[config.mk]
export PLATFORM = sky130hd
export DESIGN_NAME = bfa_ram
export DESIGN_NICKNAME = d
export VERILOG_FILES = /design/src/rtl/bfa_ram.sv
export SDC_FILE = /design/constraint.sdc
export NUM_CORES = 2
export LEC_CHECK = 0
export BUFFER_PORTS_ARGS = -buffer_cell sky130_fd_sc_hd__buf_2
export CELL_PAD_IN_SITES_DETAIL_PLACEMENT = 0
export CELL_PAD_IN_SITES_GLOBAL_PLACEMENT = 1
export CORE_MARGIN = 4
export CORE_UTILIZATION = 56
export CTS_CLUSTER_SIZE = 28
export DETAILED_ROUTE_END_ITERATION = 8
export GPL_ROUTABILITY_DRIVEN = 0
export PLACE_DENSITY_LB_ADDON = 0.12
export SYNTH_ARGS = -nofsm -noshare
export SYNTH_HDL_FRONTEND = slang
export SYNTH_SLANG_ARGS = --single-unit
export TNS_END_PERCENT = 1
[constraint.sdc]
create_clock -name clk -period 8.4 [get_ports clk]
set_input_delay 2.1 -clock clk [delete_from_list [all_inputs] [get_ports clk]]
set_output_delay 2.1 -clock clk [all_outputs]
set_load 0.05 [all_outputs]
[src/rtl/bfa_ram.sv]
// ----------------------------------------------------------------------------
// bfa_ram
// Simple dual-port RAM, one write and one read port, registered read data.
// ----------------------------------------------------------------------------
module bfa_ram #(
  parameter int WIDTH = 64,
  parameter int DEPTH = 64
) (
  input  logic                                       clk,
  input  logic                                       we,
  input  logic [((DEPTH > 1) ? $clog2(DEPTH) : 1)-1:0] waddr,
  input  logic [WIDTH-1:0]                           wdata,
  input  logic [((DEPTH > 1) ? $clog2(DEPTH) : 1)-1:0] raddr,
  output logic [WIDTH-1:0]                           rdata
);

  logic [WIDTH-1:0] mem [DEPTH];

  always_ff @(posedge clk) begin
    if (we) begin
      mem[waddr] <= wdata;
    end
    rdata <= mem[raddr];
  end

endmodule

==> results.md <==
• 0.94 ns — worst skew pair latency
• 0 — Final Setup Violations
• 0.787 — post-synth top area share
• 0 — Max Slew Vio Count
• 10600 — number of DRC violations after detailed-routing iteration 0
• in2reg — worst setup path class
• 10300 — total instance count after detailed placement
• 4.81 ns — Min Clock Period, post-route
• 156000 um^2 — cell area after synthesis
• reg2reg — class of the tightest hold or removal check
• 110 — largest net degree at the start of global routing
• 0 — MaxCap Viol Count
• 39.0 um — mean routed wirelength per cell
• no — setup repair after global routing missed its margin
• 142 — Top-Level Pins
• 0 — total number of yosys warnings
• 0.0401 ns — clock skew
• 0 ns — aggregate negative setup slack
• 76100 — via count of the first global-routing pass
• 0 — overflow left after global routing
• 411 — number of clock buffers inserted by TritonCTS
• 5.53 ns — CP arrival
• 247 nW/um^2 — ratio of total power to cell area
• 23.7 um^2 — syn_area_per_cell
• 0.0434 W — Pwr Total
• 0.795 — sequential element share of the synthesized area
• 430000 um — total detailed-routing wirelength
• 141 — Port-buffer cells
• primary input — startpoint type of the worst setup path
• 0 — post-CTS setup repair buffer count
• 28 — antenna violations before repair
• 0.06 ns — register clock-pin slew on the reported worst setup and hold paths
• 5 — htree depth
• 603000 um — wire length of the first global-routing pass
• 6.84 — number of vias per cell
• 0 — DRC
• 54.8 nW — leakage power figure
• 0.209 mV — worst vdd ir
• 12.5% — area growth from synthesis to layout
• 38 — maximum fanout along the worst path
• 7061 — Net count, final
• sky130_fd_sc_hd__edfxtp_1 (79%), sky130_fd_sc_hd__mux4_2 (15%), sky130_fd_sc_hd__mux2i_1 (0.86%), sky130_fd_sc_hd__dfxtp_1 (0.82%), sky130_fd_sc_hd__a22oi_1 (0.81%) — largest cells by area after synthesis
• 0 — ANT nets after route
• 0.564 — initial cell density of the core
• sky130_fd_sc_hd__edfxtp_1 — cell type contributing the most total cell area after synthesis
• 208 MHz — peak clock frequency supported by timing
• 0 — post-cts repair resize count
• 193 — Core Rows
• 0.573 — Tcrit/Tclk final
• 0.302 — total global-route track usage
• 0.282 — layout cells sized above 1
• 288000 um^2 — die area
• sky130_fd_sc_hd__edfxtp_1 — dominant synthesized flop cell
• 6598 — gate count after technology mapping
• 75600 — Via Count
• sky130_fd_sc_hd__clkbuf_16 — Root Buffer
• 33 — synth unique cells
• 0 — Hold Buf Count CTS
• 225000 um — Detail Placement HPWL
• 0 — Fin. Hold Viols
• 536 um — Die H
• 4160 — total number of clock tree sinks
• 9.11 ns — Data required, critical path
• 536 um — die outline width
• 4160 — flops & latches, synth
• 4096 — number of enable flip-flop cells after synthesis
• 277000 um^2 — Std-Cell Core Area
• 1.31 ns — slew at the pin closest to its max-slew limit
• 0 — Async SR Flop Fraction
• 0.129 — normalized max-slew margin
• 6676 — net count after synthesis
• 11000 — non-filler cells in the finished layout
• built — clock tree from TritonCTS
• 4 — Max Root-Sink Buffers
• 18500 — number of fill cells
• flop — kind of capture point of the worst setup path
• finished, final reports clean — result of the run
• 6 — number of search-and-repair iterations in the first detailed-routing pass
## where the power goes
part / switching, W / leakage [nW] / internal [W] / total (W)
registers: 0.000107 / 37.4 / 0.0230 / 0.0231
clock network: 0.00778 / 6.51 / 0.0104 / 0.0182
logic: 0.00139 / 10.9 / 0.000706 / 0.00210
total: 0.00928 / 54.8 / 0.0341 / 0.0434
## placed cells by master, fill, tap and decap left out, drive strengths merged, types with 58 or more instances in the layout
cell and count:
a211oi 63, a22o 88, a22oi 168, and3 64, buf 342, clkbuf 512, clkinv 180, dfxtp 64
edfxtp 4096, mux2i 135, mux4 1024, nand2 58, nor2 112, o22ai 83
## registers in the layout (all words and copies together) (netlist names)
register / flops
mem: 4096
rdata: 64
## path summary, 6_finish.rpt
path | start | endpoint | slack [ns] | cells past startpoint
setup reg to reg | mem[45][55]$_DFFE_PP_ | rdata[55]$_DFF_P_ | 6.41 | 5
hold / removal | mem[53][44]$_DFFE_PP_ | rdata[44]$_DFF_P_ | 0.85 | 4
hold reg to reg | mem[53][44]$_DFFE_PP_ | rdata[44]$_DFF_P_ | 0.85 | 4
setup / recovery | raddr[3] | rdata[3]$_DFF_P_ | 3.59 | 6
## kinds of logic after synthesis
kind of cell    Yosys count  share of synthesized area
buf+inv                 389                     0.0118
flops                  4160                      0.795
simple gates            386                     0.0124
mux                    1159                      0.156
compound gates          504                     0.0248
## routing by layer
metal	share of wire	track usage	routed length [um]
met5	0.00013	0	54
met4	0.031	0.0890	13500
met3	0.098	0.0581	42000
met2	0.48	0.471	206000
met1	0.39	0.443	169000
## stage by stage
stage | instance area (um^2) | util | setup slack (ns) | hold slack [ns]
floorplan | 156000 | - | 0.864 | 0.788
global placement | 162000 | 0.586 | 2.50 | 0.823
detailed placement | 162000 | 0.586 | 2.58 | 0.845
CTS | 176000 | 0.634 | 3.54 | 0.849
global route | 176000 | 0.634 | 3.63 | 0.884
finish | 176000 | 0.634 | 3.59 | 0.848
## cell type report
type | count | area (um^2) | area share
multi-input cells | 2049 | 30800 | 0.175
flip-flops and latches | 4160 | 124000 | 0.707
diodes | 16 | 40.0 | 0.000228
well taps | 3705 | 4640 | 0.0264
repair buffers | 342 | 2660 | 0.0151
clock buffers | 512 | 10900 | 0.0621
clock inverters | 245 | 2430 | 0.0138
inverters | 19 | 71.3 | 0.000406
## cells in the mapped netlist, types with 45 or more instances
| cell type | count |
|---|---|
| sky130_fd_sc_hd__edfxtp_1 | 4096 |
| sky130_fd_sc_hd__mux4_2 | 1024 |
| sky130_fd_sc_hd__buf_2 | 170 |
| sky130_fd_sc_hd__a22oi_1 | 168 |
| sky130_fd_sc_hd__clkbuf_1 | 140 |
| sky130_fd_sc_hd__mux2i_1 | 135 |
| sky130_fd_sc_hd__nor2_1 | 112 |
| sky130_fd_sc_hd__a22o_1 | 88 |
| sky130_fd_sc_hd__o22ai_1 | 83 |
| sky130_fd_sc_hd__and3_1 | 64 |
| sky130_fd_sc_hd__dfxtp_1 | 64 |
| sky130_fd_sc_hd__a211oi_1 | 63 |
| sky130_fd_sc_hd__nand2_1 | 58 |
| sky130_fd_sc_hd__nand3_1 | 45 |
## worst max-delay path, stage by stage
cell and delay (ns):
sky130_fd_sc_hd__buf_2 0.67, sky130_fd_sc_hd__and2_4 0.76, sky130_fd_sc_hd__buf_4 0.74, sky130_fd_sc_hd__a22oi_1 0.15, sky130_fd_sc_hd__and3_1 0.21, sky130_fd_sc_hd__a211oi_1 0.74
Power figures use the tool's default switching activity.
